<file path="src/ctk_pkg.sv">
`default_nettype none

package ctk_pkg;

   localparam int KEYS        = 2;
   localparam int KEY_AW      = (KEYS > 1) ? $clog2(KEYS) : 1;
   localparam int CAL_SAMPLES = 240;

   localparam int FILT_W = 13;
   localparam int CAL_W  = 14;
   localparam int ACC_W  = 21;
   localparam int CNT_W  = 8;
   localparam int Q_W    = 12;

   localparam int ALPHA_W   = 7;
   localparam int ALPHA_MAX = 100;

   // divide by 100: magnitude below 2^19, reciprocal exact over that range
   localparam int FILT_MAG_W   = 19;
   localparam int FILT_SHIFT   = 26;
   localparam int FILT_RECIP   = ((2 ** FILT_SHIFT) + ALPHA_MAX - 1) / ALPHA_MAX;
   localparam int FILT_RECIP_W = $clog2(FILT_RECIP + 1);
   localparam int FILT_PROD_W  = FILT_MAG_W + FILT_RECIP_W;

   // divide by the calibration length
   localparam int CAL_MAG_W   = 20;
   localparam int CAL_SHIFT   = 28;
   localparam int CAL_RECIP   = ((2 ** CAL_SHIFT) + CAL_SAMPLES - 1) / CAL_SAMPLES;
   localparam int CAL_RECIP_W = $clog2(CAL_RECIP + 1);
   localparam int CAL_PROD_W  = CAL_MAG_W + CAL_RECIP_W;

   localparam int CSR_IDX_W = 3;
   localparam logic [CSR_IDX_W-1:0] CSR_ALPHA     = 3'd0;
   localparam logic [CSR_IDX_W-1:0] CSR_THRESHOLD = 3'd1;
   localparam logic [CSR_IDX_W-1:0] CSR_SHORT_MIN = 3'd2;
   localparam logic [CSR_IDX_W-1:0] CSR_SHORT_MAX = 3'd3;
   localparam logic [CSR_IDX_W-1:0] CSR_LONG_TIME = 3'd4;

   localparam logic [6:0]  ALPHA_RST     = 7'd70;
   localparam logic [9:0]  THRESHOLD_RST = 10'd20;
   localparam logic [31:0] SHORT_MIN_RST = 32'd1;
   localparam logic [31:0] SHORT_MAX_RST = 32'd20;
   localparam logic [31:0] LONG_TIME_RST = 32'd40;

   typedef enum logic [1:0] {
      OP_MEASURE = 2'd0,
      OP_WARMUP  = 2'd1,
      OP_ACCUM   = 2'd2,
      OP_NONE    = 2'd3
   } op_type;

   typedef enum logic [1:0] {
      EV_NONE    = 2'd0,
      EV_PRESS   = 2'd1,
      EV_HELD    = 2'd2,
      EV_RELEASE = 2'd3
   } ev_type;

   typedef struct packed {
      logic [ALPHA_W-1:0] alpha;
      logic [9:0]         threshold;
      logic [31:0]        short_min;
      logic [31:0]        short_max;
      logic [31:0]        long_time;
   } cfg_type;

   typedef struct packed {
      logic signed [FILT_W-1:0] filt;
      logic signed [CAL_W-1:0]  cal;
      logic                     last;
      logic [31:0]              start;
      logic [31:0]              held;
      logic                     longr;
      logic signed [ACC_W-1:0]  accum;
      logic [CNT_W-1:0]         items;
   } entry_type;

   localparam int ENTRY_W = $bits(entry_type);

endpackage

`default_nettype wire

</file>
<file path="src/ctk_ram.sv">
`default_nettype none

module ctk_ram #(
   parameter int WIDTH = 8,
   parameter int DEPTH = 2,
   localparam int AW = (DEPTH > 1) ? $clog2(DEPTH) : 1
) (
   input  wire logic             clock,
   input  wire logic             wr_en,
   input  wire logic [AW-1:0]    wr_addr,
   input  wire logic [WIDTH-1:0] wr_data,
   input  wire logic             rd_en,
   input  wire logic [AW-1:0]    rd_addr,
   output logic      [WIDTH-1:0] rd_data
);

   logic [WIDTH-1:0] mem [DEPTH];
   logic [WIDTH-1:0] rd_data_ff;

   always_ff @(posedge clock) begin
      if (wr_en) begin
         mem[wr_addr] <= wr_data;
      end
      if (rd_en) begin
         rd_data_ff <= mem[rd_addr];
      end
   end

   assign rd_data = rd_data_ff;

endmodule

`default_nettype wire

</file>
<file path="src/ctk_csr.sv">
`default_nettype none

module ctk_csr (
   input  wire logic                          clock,
   input  wire logic                          reset,
   input  wire logic                          csr_valid,
   input  wire logic [ctk_pkg::CSR_IDX_W-1:0] csr_index,
   input  wire logic [31:0]                   csr_wdata,
   output ctk_pkg::cfg_type                   cfg
);

   import ctk_pkg::*;

   cfg_type cfg_ff;
   cfg_type cfg_in;

   always_comb begin
      cfg_in = cfg_ff;
      if (csr_valid) begin
         unique case (csr_index)
            CSR_ALPHA:     cfg_in.alpha     = csr_wdata[ALPHA_W-1:0];
            CSR_THRESHOLD: cfg_in.threshold = csr_wdata[9:0];
            CSR_SHORT_MIN: cfg_in.short_min = csr_wdata;
            CSR_SHORT_MAX: cfg_in.short_max = csr_wdata;
            CSR_LONG_TIME: cfg_in.long_time = csr_wdata;
            default: ;
         endcase
      end
   end

   always_ff @(posedge clock) begin
      if (reset) begin
         cfg_ff.alpha     <= ALPHA_RST;
         cfg_ff.threshold <= THRESHOLD_RST;
         cfg_ff.short_min <= SHORT_MIN_RST;
         cfg_ff.short_max <= SHORT_MAX_RST;
         cfg_ff.long_time <= LONG_TIME_RST;
      end else begin
         cfg_ff <= cfg_in;
      end
   end

   assign cfg = cfg_ff;

endmodule

`default_nettype wire

</file>
<file path="src/cap_touch_key_classifier_top.sv">
// Touch key classifier.
// Input channel req_*: one item per sample set (op, key, samples, time stamp),
// taken when req_valid is high and req_stall low. Result channel rsp_*: one
// item per input item, in order, held while rsp_stall is high.
// Config channel csr_*: always ready; write only while the block is idle.
// Per-key state sits in a single-port-write, registered-read RAM; the item
// passes five stages (read and filter products, divide by 100, classify,
// calibration divide, touch level) and is written back as it enters the
// output register.
// An accepted item moves through stage registers s1 to s5 and then the
// output register. Key interlock: an item for a key that is still in flight
// waits until that key's write-back (forwarded to the next read), so stages
// s1 to s5 hold at most one item per key; items of the two keys can be in
// flight together.
// Reset clears the configuration to defaults, all pipeline valids and the
// per-key valid and timer bits; an entry never written reads as zero.
// A stalled output register holds; stages behind it keep filling, and input
// is stalled only once stage 1 cannot move or an item of its key is in flight.
`default_nettype none

module cap_touch_key_classifier_top (
   input  wire logic                          clock,
   input  wire logic                          reset,
   input  wire logic                          req_valid,
   output logic                               req_stall,
   input  wire logic [1:0]                    req_op,
   input  wire logic                          req_key,
   input  wire logic [9:0]                    req_first_sample,
   input  wire logic [11:0]                   req_second_sum,
   input  wire logic [31:0]                   req_ref_time,
   output logic                               rsp_valid,
   input  wire logic                          rsp_stall,
   output logic                               rsp_key_out,
   output logic                               rsp_touched,
   output logic [1:0]                         rsp_event_res,
   output logic                               rsp_short_press,
   output logic                               rsp_long_press,
   output logic                               rsp_held_press,
   output logic [31:0]                        rsp_duration,
   output logic signed [12:0]                 rsp_filtered_delta,
   output logic                               rsp_timer_in_use,
   output logic                               rsp_calibrated,
   input  wire logic                          csr_valid,
   output logic                               csr_ready,
   input  wire logic [ctk_pkg::CSR_IDX_W-1:0] csr_index,
   input  wire logic [31:0]                   csr_wdata
);

   import ctk_pkg::*;

   typedef struct packed {
      op_type      op;
      logic        key;
      logic [9:0]  first;
      logic [11:0] second;
      logic [31:0] now;
   } item_type;

   typedef struct packed {
      logic   touched;
      ev_type ev;
      logic   sp;
      logic   lp;
      logic   hp;
      logic   tset;
      logic   tclr;
      logic   cal_done;
   } flag_type;

   function automatic logic key_in_range(logic k);
      return int'(k) < KEYS;
   endfunction

   cfg_type cfg;

   ctk_csr u_csr (
      .clock     (clock),
      .reset     (reset),
      .csr_valid (csr_valid),
      .csr_index (csr_index),
      .csr_wdata (csr_wdata),
      .cfg       (cfg)
   );

   assign csr_ready = 1'b1;

   // pipeline control
   logic s1_vld_ff, s2_vld_ff, s3_vld_ff, s4_vld_ff, s5_vld_ff, rsp_vld_ff;
   logic s1_vld_in, s2_vld_in, s3_vld_in, s4_vld_in, s5_vld_in, rsp_vld_in;
   logic out_free, mv1, mv2, mv3, mv4, mv5, free1, free2, free3, free4, free5;
   logic hazard, accept;

   item_type s1_item_ff, s2_item_ff, s3_item_ff, s4_item_ff, s5_item_ff;

   assign out_free = !rsp_vld_ff || !rsp_stall;
   assign mv5   = s5_vld_ff && out_free;
   assign free5 = !s5_vld_ff || mv5;
   assign mv4   = s4_vld_ff && free5;
   assign free4 = !s4_vld_ff || mv4;
   assign mv3   = s3_vld_ff && free4;
   assign free3 = !s3_vld_ff || mv3;
   assign mv2   = s2_vld_ff && free3;
   assign free2 = !s2_vld_ff || mv2;
   assign mv1   = s1_vld_ff && free2;
   assign free1 = !s1_vld_ff || mv1;

   assign hazard = (s1_vld_ff && s1_item_ff.key == req_key)
                || (s2_vld_ff && s2_item_ff.key == req_key)
                || (s3_vld_ff && s3_item_ff.key == req_key)
                || (s4_vld_ff && s4_item_ff.key == req_key)
                || (s5_vld_ff && !mv5 && s5_item_ff.key == req_key);

   assign accept    = req_valid && free1 && !hazard;
   assign req_stall = !free1 || hazard;

   assign s1_vld_in  = accept || (s1_vld_ff && !mv1);
   assign s2_vld_in  = mv1 || (s2_vld_ff && !mv2);
   assign s3_vld_in  = mv2 || (s3_vld_ff && !mv3);
   assign s4_vld_in  = mv3 || (s4_vld_ff && !mv4);
   assign s5_vld_in  = mv4 || (s5_vld_ff && !mv5);
   assign rsp_vld_in = mv5 || (rsp_vld_ff && rsp_stall);

   // state memory
   logic [KEY_AW-1:0]  ram_wr_addr;
   logic               ram_wr_en;
   entry_type          ram_wr_data;
   logic [ENTRY_W-1:0] ram_rd_data;
   logic [KEYS-1:0]    ent_vld_ff, ent_vld_in;
   logic               byp_hit_ff, byp_hit_in;
   entry_type          byp_data_ff;

   ctk_ram #(
      .WIDTH (ENTRY_W),
      .DEPTH (KEYS)
   ) u_state_ram (
      .clock   (clock),
      .wr_en   (ram_wr_en),
      .wr_addr (ram_wr_addr),
      .wr_data (ram_wr_data),
      .rd_en   (accept),
      .rd_addr (KEY_AW'(req_key)),
      .rd_data (ram_rd_data)
   );

   assign byp_hit_in = ram_wr_en && (ram_wr_addr == KEY_AW'(req_key));

   always_comb begin
      ent_vld_in = ent_vld_ff;
      if (ram_wr_en) begin
         ent_vld_in[ram_wr_addr] = 1'b1;
      end
   end

   // stage 1: entry select, filter products
   entry_type                e1;
   logic [ALPHA_W-1:0]       alpha_c, alpha_rest;
   logic signed [FILT_W-1:0] delta1;
   logic signed [ACC_W-1:0]  p1_in, p2_in;

   always_comb begin
      if (byp_hit_ff) begin
         e1 = byp_data_ff;
      end else if (ent_vld_ff[KEY_AW'(s1_item_ff.key)]) begin
         e1 = entry_type'(ram_rd_data);
      end else begin
         e1 = '0;
      end
   end

   assign alpha_c    = (cfg.alpha > ALPHA_W'(ALPHA_MAX)) ? ALPHA_W'(ALPHA_MAX) : cfg.alpha;
   assign alpha_rest = ALPHA_W'(ALPHA_MAX) - alpha_c;
   assign delta1     = $signed({3'b000, s1_item_ff.first}) - $signed({1'b0, s1_item_ff.second});
   assign p1_in      = ACC_W'(delta1) * ACC_W'($signed({1'b0, alpha_c}));
   assign p2_in      = ACC_W'(e1.filt) * ACC_W'($signed({1'b0, alpha_rest}));

   // stage 2: sum, divide by 100 through the reciprocal
   logic signed [ACC_W-1:0] s2_p1_ff, s2_p2_ff, sum2;
   entry_type               s2_ent_ff;
   logic [ACC_W-1:0]        mag2;
   logic [FILT_PROD_W-1:0]  fprod_in;

   assign sum2     = s2_p1_ff + s2_p2_ff;
   assign mag2     = sum2[ACC_W-1] ? ACC_W'(-sum2) : ACC_W'(sum2);
   assign fprod_in = FILT_PROD_W'(mag2[FILT_MAG_W-1:0]) * FILT_PROD_W'(FILT_RECIP);

   // stage 3: filtered value, calibration accumulate, touch classification
   logic [FILT_PROD_W-1:0]   s3_fprod_ff;
   logic                     s3_neg_ff;
   entry_type                s3_ent_ff;
   logic [Q_W-1:0]           q3;
   logic signed [FILT_W-1:0] f3;
   logic                     key_ok3, active3, cur3;
   logic [31:0]              d3;
   logic [CNT_W:0]           items_inc3;
   logic signed [ACC_W-1:0]  acc_in;
   entry_type                ent4_in;
   flag_type                 flags4_in;

   assign q3         = Q_W'(s3_fprod_ff >> FILT_SHIFT);
   assign f3         = s3_neg_ff ? -$signed({1'b0, q3}) : $signed({1'b0, q3});
   assign key_ok3    = key_in_range(s3_item_ff.key);
   assign active3    = key_ok3 && (s3_item_ff.op != OP_NONE);
   assign cur3       = s3_ent_ff.cal > CAL_W'(f3);
   assign d3         = s3_item_ff.now - s3_ent_ff.start;
   assign items_inc3 = {1'b0, s3_ent_ff.items} + 1'b1;
   assign acc_in     = s3_ent_ff.accum + ACC_W'(f3);

   always_comb begin
      ent4_in   = s3_ent_ff;
      flags4_in = '0;
      if (active3) begin
         ent4_in.filt = f3;
         case (s3_item_ff.op)
            OP_WARMUP: begin
               ent4_in.accum = '0;
               ent4_in.items = '0;
            end
            OP_ACCUM: begin
               if (items_inc3 >= (CNT_W+1)'(CAL_SAMPLES)) begin
                  ent4_in.accum      = '0;
                  ent4_in.items      = '0;
                  flags4_in.cal_done = 1'b1;
               end else begin
                  ent4_in.accum = acc_in;
                  ent4_in.items = items_inc3[CNT_W-1:0];
               end
            end
            OP_MEASURE: begin
               flags4_in.touched = cur3;
               if (!s3_ent_ff.last && cur3) begin
                  flags4_in.ev   = EV_PRESS;
                  flags4_in.tset = 1'b1;
                  ent4_in.longr  = 1'b0;
                  ent4_in.start  = s3_item_ff.now;
               end else if (s3_ent_ff.last) begin
                  flags4_in.ev = cur3 ? EV_HELD : EV_RELEASE;
                  if (d3 != '0) begin
                     ent4_in.held = d3;
                  end
                  if (!cur3) begin
                     ent4_in.start  = s3_item_ff.now;
                     flags4_in.tclr = 1'b1;
                  end
               end else begin
                  ent4_in.held  = '0;
                  ent4_in.start = '0;
               end
               ent4_in.last = cur3;
               flags4_in.sp = (flags4_in.ev == EV_RELEASE) && (ent4_in.held > cfg.short_min)
                              && (ent4_in.held < cfg.short_max);
               flags4_in.hp = (flags4_in.ev == EV_HELD) && (ent4_in.held > cfg.short_min);
               if (ent4_in.held > cfg.long_time && !ent4_in.longr) begin
                  ent4_in.longr = 1'b1;
                  flags4_in.lp  = 1'b1;
               end
            end
            default: ;
         endcase
      end
   end

   // stage 4: calibration divide through the reciprocal
   entry_type               s4_ent_ff;
   flag_type                s4_flags_ff;
   logic signed [ACC_W-1:0] s4_acc_ff;
   logic [ACC_W-1:0]        mag4;
   logic [CAL_PROD_W-1:0]   cprod_in;

   assign mag4     = s4_acc_ff[ACC_W-1] ? ACC_W'(-s4_acc_ff) : ACC_W'(s4_acc_ff);
   assign cprod_in = CAL_PROD_W'(mag4[CAL_MAG_W-1:0]) * CAL_PROD_W'(CAL_RECIP);

   // stage 5: touch level, write-back, result
   entry_type               s5_ent_ff;
   flag_type                s5_flags_ff;
   logic [CAL_PROD_W-1:0]   s5_cprod_ff;
   logic                    s5_cneg_ff;
   logic [Q_W-1:0]          q5;
   logic signed [CAL_W-1:0] qs5, level5;
   logic                    key_ok5;
   logic [KEYS-1:0]         timing_ff, timing_in;

   assign q5      = Q_W'(s5_cprod_ff >> CAL_SHIFT);
   assign qs5     = s5_cneg_ff ? -$signed({2'b00, q5}) : $signed({2'b00, q5});
   assign level5  = qs5 - $signed({4'b0000, cfg.threshold});
   assign key_ok5 = key_in_range(s5_item_ff.key);

   always_comb begin
      ram_wr_data = s5_ent_ff;
      if (s5_flags_ff.cal_done) begin
         ram_wr_data.cal = level5;
      end
   end

   assign ram_wr_en   = mv5 && key_ok5;
   assign ram_wr_addr = KEY_AW'(s5_item_ff.key);

   always_comb begin
      timing_in = timing_ff;
      if (ram_wr_en && s5_flags_ff.tset) begin
         timing_in[ram_wr_addr] = 1'b1;
      end
      if (ram_wr_en && s5_flags_ff.tclr) begin
         timing_in[ram_wr_addr] = 1'b0;
      end
   end

   // output register
   logic                     rsp_key_ff, rsp_touched_ff, rsp_sp_ff, rsp_lp_ff, rsp_hp_ff;
   logic                     rsp_timer_ff, rsp_cal_ff;
   ev_type                   rsp_ev_ff;
   logic [31:0]              rsp_dur_ff;
   logic signed [FILT_W-1:0] rsp_filt_ff;

   always_ff @(posedge clock) begin
      if (reset) begin
         s1_vld_ff  <= 1'b0;
         s2_vld_ff  <= 1'b0;
         s3_vld_ff  <= 1'b0;
         s4_vld_ff  <= 1'b0;
         s5_vld_ff  <= 1'b0;
         rsp_vld_ff <= 1'b0;
         ent_vld_ff <= '0;
         timing_ff  <= '0;
         byp_hit_ff <= 1'b0;
      end else begin
         s1_vld_ff  <= s1_vld_in;
         s2_vld_ff  <= s2_vld_in;
         s3_vld_ff  <= s3_vld_in;
         s4_vld_ff  <= s4_vld_in;
         s5_vld_ff  <= s5_vld_in;
         rsp_vld_ff <= rsp_vld_in;
         ent_vld_ff <= ent_vld_in;
         timing_ff  <= timing_in;
         if (accept) begin
            byp_hit_ff <= byp_hit_in;
         end
      end
   end

   always_ff @(posedge clock) begin
      if (accept) begin
         s1_item_ff.op     <= op_type'(req_op);
         s1_item_ff.key    <= req_key;
         s1_item_ff.first  <= req_first_sample;
         s1_item_ff.second <= req_second_sum;
         s1_item_ff.now    <= req_ref_time;
         byp_data_ff       <= ram_wr_data;
      end
      if (mv1) begin
         s2_item_ff <= s1_item_ff;
         s2_ent_ff  <= e1;
         s2_p1_ff   <= p1_in;
         s2_p2_ff   <= p2_in;
      end
      if (mv2) begin
         s3_item_ff  <= s2_item_ff;
         s3_ent_ff   <= s2_ent_ff;
         s3_fprod_ff <= fprod_in;
         s3_neg_ff   <= sum2[ACC_W-1];
      end
      if (mv3) begin
         s4_item_ff  <= s3_item_ff;
         s4_ent_ff   <= ent4_in;
         s4_flags_ff <= flags4_in;
         s4_acc_ff   <= acc_in;
      end
      if (mv4) begin
         s5_item_ff  <= s4_item_ff;
         s5_ent_ff   <= s4_ent_ff;
         s5_flags_ff <= s4_flags_ff;
         s5_cprod_ff <= cprod_in;
         s5_cneg_ff  <= s4_acc_ff[ACC_W-1];
      end
      if (mv5) begin
         rsp_key_ff     <= s5_item_ff.key;
         rsp_touched_ff <= s5_flags_ff.touched;
         rsp_ev_ff      <= s5_flags_ff.ev;
         rsp_sp_ff      <= s5_flags_ff.sp;
         rsp_lp_ff      <= s5_flags_ff.lp;
         rsp_hp_ff      <= s5_flags_ff.hp;
         rsp_dur_ff     <= key_ok5 ? s5_ent_ff.held : '0;
         rsp_filt_ff    <= key_ok5 ? s5_ent_ff.filt : '0;
         rsp_timer_ff   <= |timing_in;
         rsp_cal_ff     <= s5_flags_ff.cal_done;
      end
   end

   assign rsp_valid          = rsp_vld_ff;
   assign rsp_key_out        = rsp_key_ff;
   assign rsp_touched        = rsp_touched_ff;
   assign rsp_event_res      = rsp_ev_ff;
   assign rsp_short_press    = rsp_sp_ff;
   assign rsp_long_press     = rsp_lp_ff;
   assign rsp_held_press     = rsp_hp_ff;
   assign rsp_duration       = rsp_dur_ff;
   assign rsp_filtered_delta = rsp_filt_ff;
   assign rsp_timer_in_use   = rsp_timer_ff;
   assign rsp_calibrated     = rsp_cal_ff;

`ifndef SYNTHESIS
   // no write-back while a younger item of the same key is in flight
   a_interlock: assert property (@(posedge clock) disable iff (reset)
      ram_wr_en |-> !((s1_vld_ff && s1_item_ff.key == s5_item_ff.key)
                   || (s2_vld_ff && s2_item_ff.key == s5_item_ff.key)
                   || (s3_vld_ff && s3_item_ff.key == s5_item_ff.key)
                   || (s4_vld_ff && s4_item_ff.key == s5_item_ff.key)))
      else $error("state write overlaps an in-flight read of the same key");

   a_head_hold: assert property (@(posedge clock) disable iff (reset)
      (s5_vld_ff && !out_free) |=> (s5_vld_ff && $stable(s5_item_ff)))
      else $error("head stage lost its item under stall");

   a_cal_quiet: assert property (@(posedge clock) disable iff (reset)
      (rsp_vld_ff && rsp_cal_ff) |-> (!rsp_touched_ff && rsp_ev_ff == EV_NONE))
      else $error("calibration item reported touch activity");

   a_short_release: assert property (@(posedge clock) disable iff (reset)
      (rsp_vld_ff && rsp_sp_ff) |-> (rsp_ev_ff == EV_RELEASE))
      else $error("short press without release edge");
`endif

endmodule

`default_nettype wire

</file>
<file path="config.mk">
export PLATFORM = sky130hd
export DESIGN_NAME = cap_touch_key_classifier_top
export DESIGN_NICKNAME = d
export VERILOG_FILES = /design/src/ctk_pkg.sv /design/src/ctk_ram.sv /design/src/ctk_csr.sv /design/src/cap_touch_key_classifier_top.sv
export SDC_FILE = /design/constraint.sdc
export NUM_CORES = 2
export LEC_CHECK = 0
export BUFFER_PORTS_ARGS = -buffer_cell sky130_fd_sc_hd__buf_2
export CORE_MARGIN = 2
export CORE_UTILIZATION = 39
export DETAILED_ROUTE_END_ITERATION = 7
export PLACE_DENSITY_LB_ADDON = 0.12
export SYNTH_ARGS = -nofsm -noshare
export SYNTH_HDL_FRONTEND = slang
export SYNTH_SLANG_ARGS = --single-unit
</file>
<file path="constraint.sdc">
create_clock -name clock -period 41.8 [get_ports clock]
set_clock_uncertainty 0.2 [all_clocks]
set_input_delay 12.54 -clock clock [delete_from_list [all_inputs] [get_ports clock]]
set_output_delay 12.54 -clock clock [all_outputs]
set_load 0.05 [all_outputs]
</file>
Yosys cells after proc, flatten, opt, wreduce, memory -nomap -nowiden
Memories as Yosys holds them, arrays and structs flattened. A register that Yosys moved wholly into a read port is not among the register bits.
Cells that the tools add are included.
- $add $sub $neg: 11
- multiply operators: 4
- $lt $le $gt $ge: 9
- equal/unequal tests: 14
- mux-type cells: 41
- bitwise operators: 7
- reduce and logical (&&, ||, !) cells: 72
- operators by type and width (operator ; count):
    two-way mux 122 bit ; 2
    two-way mux 32 bit ; 6
    two-way mux 95 bit ; 1
    two-way mux 66 bit ; 1
    > comparator 32 bit ; 2
    two-way mux 64 bit ; 1
    case mux 29 bit (2 select lines) ; 1
    multiplier 13 x 8 -> 21 bit ; 2
    multiplier 20 x 20 -> 39 bit, second input constant ; 1
    multiplier 19 x 20 -> 38 bit, second input constant ; 1
    less-than comparator 32 bit ; 1
    nonzero test 32 bit ; 1
    subtractor 32 bit ; 1
    two-way mux 29 bit ; 1
    two-way mux 14 bit ; 2
    logical AND 1 bit ; 27
    two-way mux 13 bit ; 2
    adder 21 x 13 -> 21 bit ; 1
    adder 21 bit ; 1
    two-way mux 20 bit ; 1
    negation 20 bit ; 1
    two-way mux 19 bit ; 1
    negation 19 bit ; 1
    logical OR 1 bit ; 17
    other kinds (32) ; 82
- register bits after elaboration: 1077
- RAM bits: 244
- input port bits: 97
- output and inout port bits: 57
- word-level logic and storage cells: 259
- memories kept: 1
- memories (memory ; depth ; bits a word ; rd ports ; clocked after memory_dff ; wr ports ; line ; source):
    u_state_ram.mem ; 2 ; 122 ; 1 ; 1 ; 1 ; ctk_ram.sv:17 ; logic [WIDTH-1:0] mem [DEPTH];

Logic depth before layout (Yosys ltp)
- depth in word-level cells: 15
- mapped depth: 39
- gate-level depth less buffers: 37

Cells and area by module
From an unflattened synthesis, not the netlist that was laid out.
- cell total of the unflattened synthesis: 5567
- area total of the unflattened synthesis: 73506.7 sq um
- modules (own cells, without submodules) (module ; instances ; cells each ; area each (sq um) ; seq. area each (sq um)):
    cap_touch_key_classifier_top ; 1 ; 4645 ; 56155.1 ; 27246.1
    ctk_ram ; 1 ; 504 ; 12813.5 ; 10990.5
    ctk_csr ; 1 ; 418 ; 4538.1 ; 2262.2

Worst setup path after synthesis
No wires, ideal clock.
- kind: input to output
- start: in req_key
- end: out req_stall
- arrival: 14782 ps
- required time: 29060 ps
- path slack: 14278 ps
- stages: 3
- path buffers: 1
- cell sequence: clkbuf_1 and3_1 o311ai_0
- longest elaborated chain between the ends: 7
- elaborated cells on any way between the ends: 15
- classes of those cells: eq/ne: 5; reduce/logical: 10
- ends and longest elaborated chain (what ; line ; source):
    start, declared ; cap_touch_key_classifier_top.sv:27 ; input wire logic req_key,
    equality test 1 bit, on equally long branches ; cap_touch_key_classifier_top.sv:107, cap_touch_key_classifier_top.sv:108 ;
    logical AND 1 bit, on equally long branches ; cap_touch_key_classifier_top.sv:107, cap_touch_key_classifier_top.sv:108 ;
    logical OR 1 bit ; cap_touch_key_classifier_top.sv:108 ; || (s2_vld_ff && s2_item_ff.key == req_key)
    logical OR 1 bit ; cap_touch_key_classifier_top.sv:109 ; || (s3_vld_ff && s3_item_ff.key == req_key)
    logical OR 1 bit ; cap_touch_key_classifier_top.sv:110 ; || (s4_vld_ff && s4_item_ff.key == req_key)
    logical OR 1 bit (*) ; cap_touch_key_classifier_top.sv:111 ; || (s5_vld_ff && !mv5 && s5_item_ff.key == req_key);
    logical OR 1 bit (*) ; cap_touch_key_classifier_top.sv:114 ; assign req_stall = !free1 || hazard;
    end, declared ; cap_touch_key_classifier_top.sv:25 ; output logic req_stall,
Mark *: on every way between the ends. The rest lies on a longest branch, timed or not.

Worst setup path in the final report
- start: in rsp_stall
- end: out req_stall
- longest elaborated chain between the ends: 14
- elaborated cells on any way between the ends: 18
- classes of those cells: reduce/logical: 18
- ends and longest elaborated chain (what ; line ; source):
    start, declared ; cap_touch_key_classifier_top.sv:32 ; input wire logic rsp_stall,
    logical NOT 1 bit (*) ; cap_touch_key_classifier_top.sv:95 ; assign out_free = !rsp_vld_ff || !rsp_stall;
    logical OR 1 bit (*) ; cap_touch_key_classifier_top.sv:95 ;
    logical AND 1 bit (*) ; cap_touch_key_classifier_top.sv:96 ; assign mv5 = s5_vld_ff && out_free;
    logical OR 1 bit ; cap_touch_key_classifier_top.sv:97 ; assign free5 = !s5_vld_ff || mv5;
    logical AND 1 bit ; cap_touch_key_classifier_top.sv:98 ; assign mv4 = s4_vld_ff && free5;
    logical OR 1 bit ; cap_touch_key_classifier_top.sv:99 ; assign free4 = !s4_vld_ff || mv4;
    logical AND 1 bit ; cap_touch_key_classifier_top.sv:100 ; assign mv3 = s3_vld_ff && free4;
    logical OR 1 bit ; cap_touch_key_classifier_top.sv:101 ; assign free3 = !s3_vld_ff || mv3;
    logical AND 1 bit ; cap_touch_key_classifier_top.sv:102 ; assign mv2 = s2_vld_ff && free3;
    logical OR 1 bit ; cap_touch_key_classifier_top.sv:103 ; assign free2 = !s2_vld_ff || mv2;
    logical AND 1 bit ; cap_touch_key_classifier_top.sv:104 ; assign mv1 = s1_vld_ff && free2;
    logical OR 1 bit ; cap_touch_key_classifier_top.sv:105 ; assign free1 = !s1_vld_ff || mv1;
    logical NOT 1 bit ; cap_touch_key_classifier_top.sv:114 ;
    logical OR 1 bit (*) ; cap_touch_key_classifier_top.sv:114 ;
Marks and branches as above.

==> impl_metrics.prom <==
# TYPE chip_impl_metric gauge
chip_impl_info{name="status",value="complete, no violations"} 1
chip_impl_metric{name="cts_resized",unit=""} 0
chip_impl_metric{name="average_footprint_of_a_synthesized_cell",unit="um2"} 12.80
chip_impl_metric{name="hpwl",unit="mm"} 125.2
chip_impl_info{name="tritoncts",value="done"} 1
chip_impl_metric{name="cts_buffer_depth",unit=""} 3
chip_impl_metric{name="post-route-min-period",unit="ns"} 26.92
chip_impl_metric{name="placed_cells",unit=""} 8208
chip_impl_metric{name="grt_antenna_before_repair",unit=""} 4
chip_impl_info{name="cts.root.buffer_cell",value="clkbuf_16"} 1
chip_impl_metric{name="max-slew-margin-rel",unit=""} 0.1645
chip_impl_metric{name="reported_max_cap_violation_count",unit=""} 0
chip_impl_metric{name="finalNetCount",unit=""} 6878
chip_impl_metric{name="std_cell_rows",unit=""} 158
chip_impl_metric{name="routed_len_inst",unit="um"} 21.23
chip_impl_metric{name="grt_util_all_layers",unit=""} 0.1908
chip_impl_metric{name="postSynthRegisterBits",unit=""} 1390
chip_impl_metric{name="final-max-slew-violation-count",unit=""} 0
chip_impl_metric{name="post_cts_buffers",unit=""} 0
chip_impl_metric{name="post_route_cells_drive_above_1_share",unit=""} 0.1054
chip_impl_metric{name="grt.overflow.total",unit=""} 0
chip_impl_metric{name="viasPerCell",unit=""} 5.057
chip_impl_info{name="setup.worst_path.end_class",value="output pin"} 1
chip_impl_metric{name="cts_buffers",unit=""} 153
chip_impl_metric{name="port-buffer-count",unit=""} 152
chip_impl_metric{name="yosysSeqAreaShare",unit=""} 0.5581
chip_impl_info{name="cells_traversed_along_the_worst_timing_path",value="buf_2, nand3_1, nor3_1, nand3_1, o311ai_0, buf_2"} 1
chip_impl_metric{name="yosysWarnings",unit=""} 0
chip_impl_metric{name="synthesis.nets",unit=""} 6663
chip_impl_metric{name="syn-instance-count",unit=""} 5668
chip_impl_metric{name="die_h",unit="um"} 435.3
chip_impl_metric{name="critical_path_required",unit="ns"} 29.06
chip_impl_info{name="cpLargestDelayFamily",value="simple AND/OR/NAND/NOR gates"} 1
chip_impl_metric{name="largest_fanout_on_the_critical_path",unit=""} 5
chip_impl_info{name="synth_top_cells_by_area",value="edfxtp_1 (52%), ha_1 (10%), fa_1 (8.5%), inv_1 (4.3%), dfxtp_1 (3.4%)"} 1
chip_impl_metric{name="nFillCells",unit=""} 17070
chip_impl_metric{name="detailedRoute.firstIterationViolations",unit=""} 2922
chip_impl_metric{name="dieArea",unit="um2"} 189500
chip_impl_info{name="yosys-top-cells-count",value="edfxtp_1 (1266), inv_1 (827), ha_1 (591)"} 1
chip_impl_metric{name="timing_hold_violations_final",unit=""} 0
chip_impl_metric{name="placement.cell_area",unit="um2"} 76450
chip_impl_metric{name="setup-violations-final",unit=""} 0
chip_impl_metric{name="cts.clk_slew.worst_paths",unit="ns"} 0.06
chip_impl_metric{name="drt_pass1_iterations",unit=""} 6
chip_impl_metric{name="synth_top_area_share",unit=""} 0.5239
chip_impl_metric{name="gpl.final_weighted_congestion",unit=""} 0.8724
chip_impl_info{name="grt_setup_unrepaired",value="false"} 1
chip_impl_metric{name="fin_worst_hold_slack",unit="ns"} 0.1823
chip_impl_metric{name="synthArstFlopShare",unit=""} 0
chip_impl_metric{name="residual_drc_count",unit=""} 0
chip_impl_metric{name="grt_pass1_vias",unit=""} 43790
chip_impl_metric{name="antenna_violating_nets_post_route",unit=""} 0
chip_impl_metric{name="cp.buffers_inverters",unit=""} 2
chip_impl_metric{name="htreeDepth",unit=""} 4
chip_impl_metric{name="detail_route.wirelength",unit="mm"} 180.3
chip_impl_metric{name="synth_cell_type_count",unit=""} 91
chip_impl_info{name="synth_top_flop_cell",value="edfxtp_1"} 1
chip_impl_metric{name="fin_cells",unit=""} 8493
chip_impl_metric{name="post-route-cell-area",unit="um2"} 81590
chip_impl_metric{name="start_util",unit=""} 0.3917
chip_impl_metric{name="slowest_delay",unit="ns"} 0.68
chip_impl_info{name="worst-setup-path-type",value="in -> out"} 1
chip_impl_metric{name="grt_start_max_net_pins",unit=""} 155
chip_impl_metric{name="boundaryPins",unit=""} 154
chip_impl_metric{name="vias",unit=""} 42950
chip_impl_metric{name="critical_path_arrival",unit="ns"} 14.18
chip_impl_metric{name="die-width",unit="um"} 435.3
chip_impl_metric{name="final.period_utilization",unit=""} 0.6440
chip_impl_metric{name="cts_sinks",unit=""} 1390
chip_impl_metric{name="wire_length_of_the_first_global_routing_pass",unit="mm"} 274.7
chip_impl_info{name="netlist.top_cell.by_area",value="edfxtp_1"} 1
chip_impl_info{name="holdCritPathClass",value="reg -> reg"} 1
chip_impl_metric{name="post_synth_design_cell_area",unit="um2"} 72560
chip_impl_metric{name="fin_setup_tns",unit="ns"} 0
chip_impl_metric{name="cts_hold_buf",unit=""} 0
chip_impl_metric{name="clk_latency",unit="ns"} 0.80
chip_impl_info{name="synth_most_common_cell",value="edfxtp_1"} 1
chip_impl_info{name="slowest_stage",value="nor3_1"} 1
chip_impl_metric{name="fmaxAchievable",unit="MHz"} 37.15
chip_impl_metric{name="area.growth.synth_to_final",unit="%"} 12.44
chip_impl_info{name="timing.critical_path.from_type",value="input pin"} 1
chip_impl_metric{name="core",unit="um2"} 185200
chip_impl_metric{name="max_slew.worst_pin.slew",unit="ns"} 1.244
chip_impl_metric{name="synth-edff-count",unit=""} 1266
## placed cells by master (no fill, tap or decap), types with 23 or more instances in the layout
cell type and count:
and3_1 25, clkinv_1 31, nand3_1 41, a21o_1 42, a22o_1 177, xor2_1 51, a22oi_1 41, ha_1 590
or3_1 25, dfxtp_1 123, nor2b_1 55, o31ai_1 25, nand2b_1 43, nor3_1 52, a211oi_1 24, xnor2_1 138
nand4_1 39, clkinv_2 23, o21a_1 26, buf_4 64, edfxtp_1 1266, clkbuf_1 32, buf_2 150, a21oi_1 254
fa_1 307, o21ai_0 144, clkbuf_16 154, mux2_2 142, inv_1 826, nand2_1 456, o21ai_1 49, nor2_1 272
and2_1 39
## metal layers
layer / wire (um) / global-route usage / up-vias
met5: 0 / 0 / -
met4: 3895 / 0.04676 / 0
met3: 7390 / 0.02486 / 205
met2: 87320 / 0.3211 / 814
met1: 81710 / 0.2611 / 21550
li1: - / - / 20380
## cells by family after synthesis
family,share of synthesized area
and+or+nand+nor,0.07151
adders and majority gates,0.1866
buffers and inverters,0.05161
DFF,0.5581
muxes,0.02314
AOI/OAI and AO/OA,0.08592
other,0.00005168
xor gates and xnor gates,0.02304
## worst paths after layout
check	start	endpoint	slack (ns)	depth (start not counted)
worst min-delay path	s1_item_ff[15]	s2_item_ff[15]	0.18	0
worst min register to register	s1_item_ff[15]	s2_item_ff[15]	0.18	0
worst max-delay path	rsp_stall	req_stall	14.88	6
worst max register to register	s2_p1_ff[0]	s3_fprod_ff[37]	30.30	35
## worst reg2reg max path, delay by kind of cell, from the launching register on
| kind | cells | cell delay, ns |
|---|---|---|
| adders and majority gates | 9 | 4.26 |
| AOI/OAI and AO/OA | 10 | 3.03 |
| xor gates and xnor gates | 3 | 1.36 |
| and+or+nand+nor | 7 | 1.06 |
| buffers and inverters | 6 | 0.98 |
| DFF | 1 | 0.37 |
## metrics by stage
step	setup WS, ns	utilization
global placement	14.89	0.4127
global route	14.74	0.4404
detailed placement	14.90	0.4127
finish	14.88	0.4405
floorplan	14.28	-
CTS	14.88	0.4404
## sequential cells by signal, indices dropped and copies added, names as in the netlist, 57 cells and up
name	cells
u_state_ram.mem	244
s3_ent_ff	108
ram_wr_data	108
s1_item_ff	57
s2_ent_ff	122
u_csr.cfg	113
s4_ent_ff	122
u_state_ram.rd_data	122
byp_data_ff	122
## layout make-up
| type | count | area (um2) | share of cell area |
|---|---|---|---|
| sequential | 1390 | 40500 | 0.4964 |
| multi-input combinational | 3289 | 28400 | 0.3481 |
| clock buffer | 187 | 3988 | 0.04888 |
| inverter | 830 | 3123 | 0.03828 |
| tap | 2480 | 3103 | 0.03803 |
| timing repair buffer | 219 | 1323 | 0.01621 |
| clock inverter | 93 | 1137 | 0.01394 |
| antenna | 5 | 12.51 | 0.0001534 |
Power is left out: the tool's default activity adds up to more than one toggle a clock period on the data nets, which glitch-free logic cannot reach.
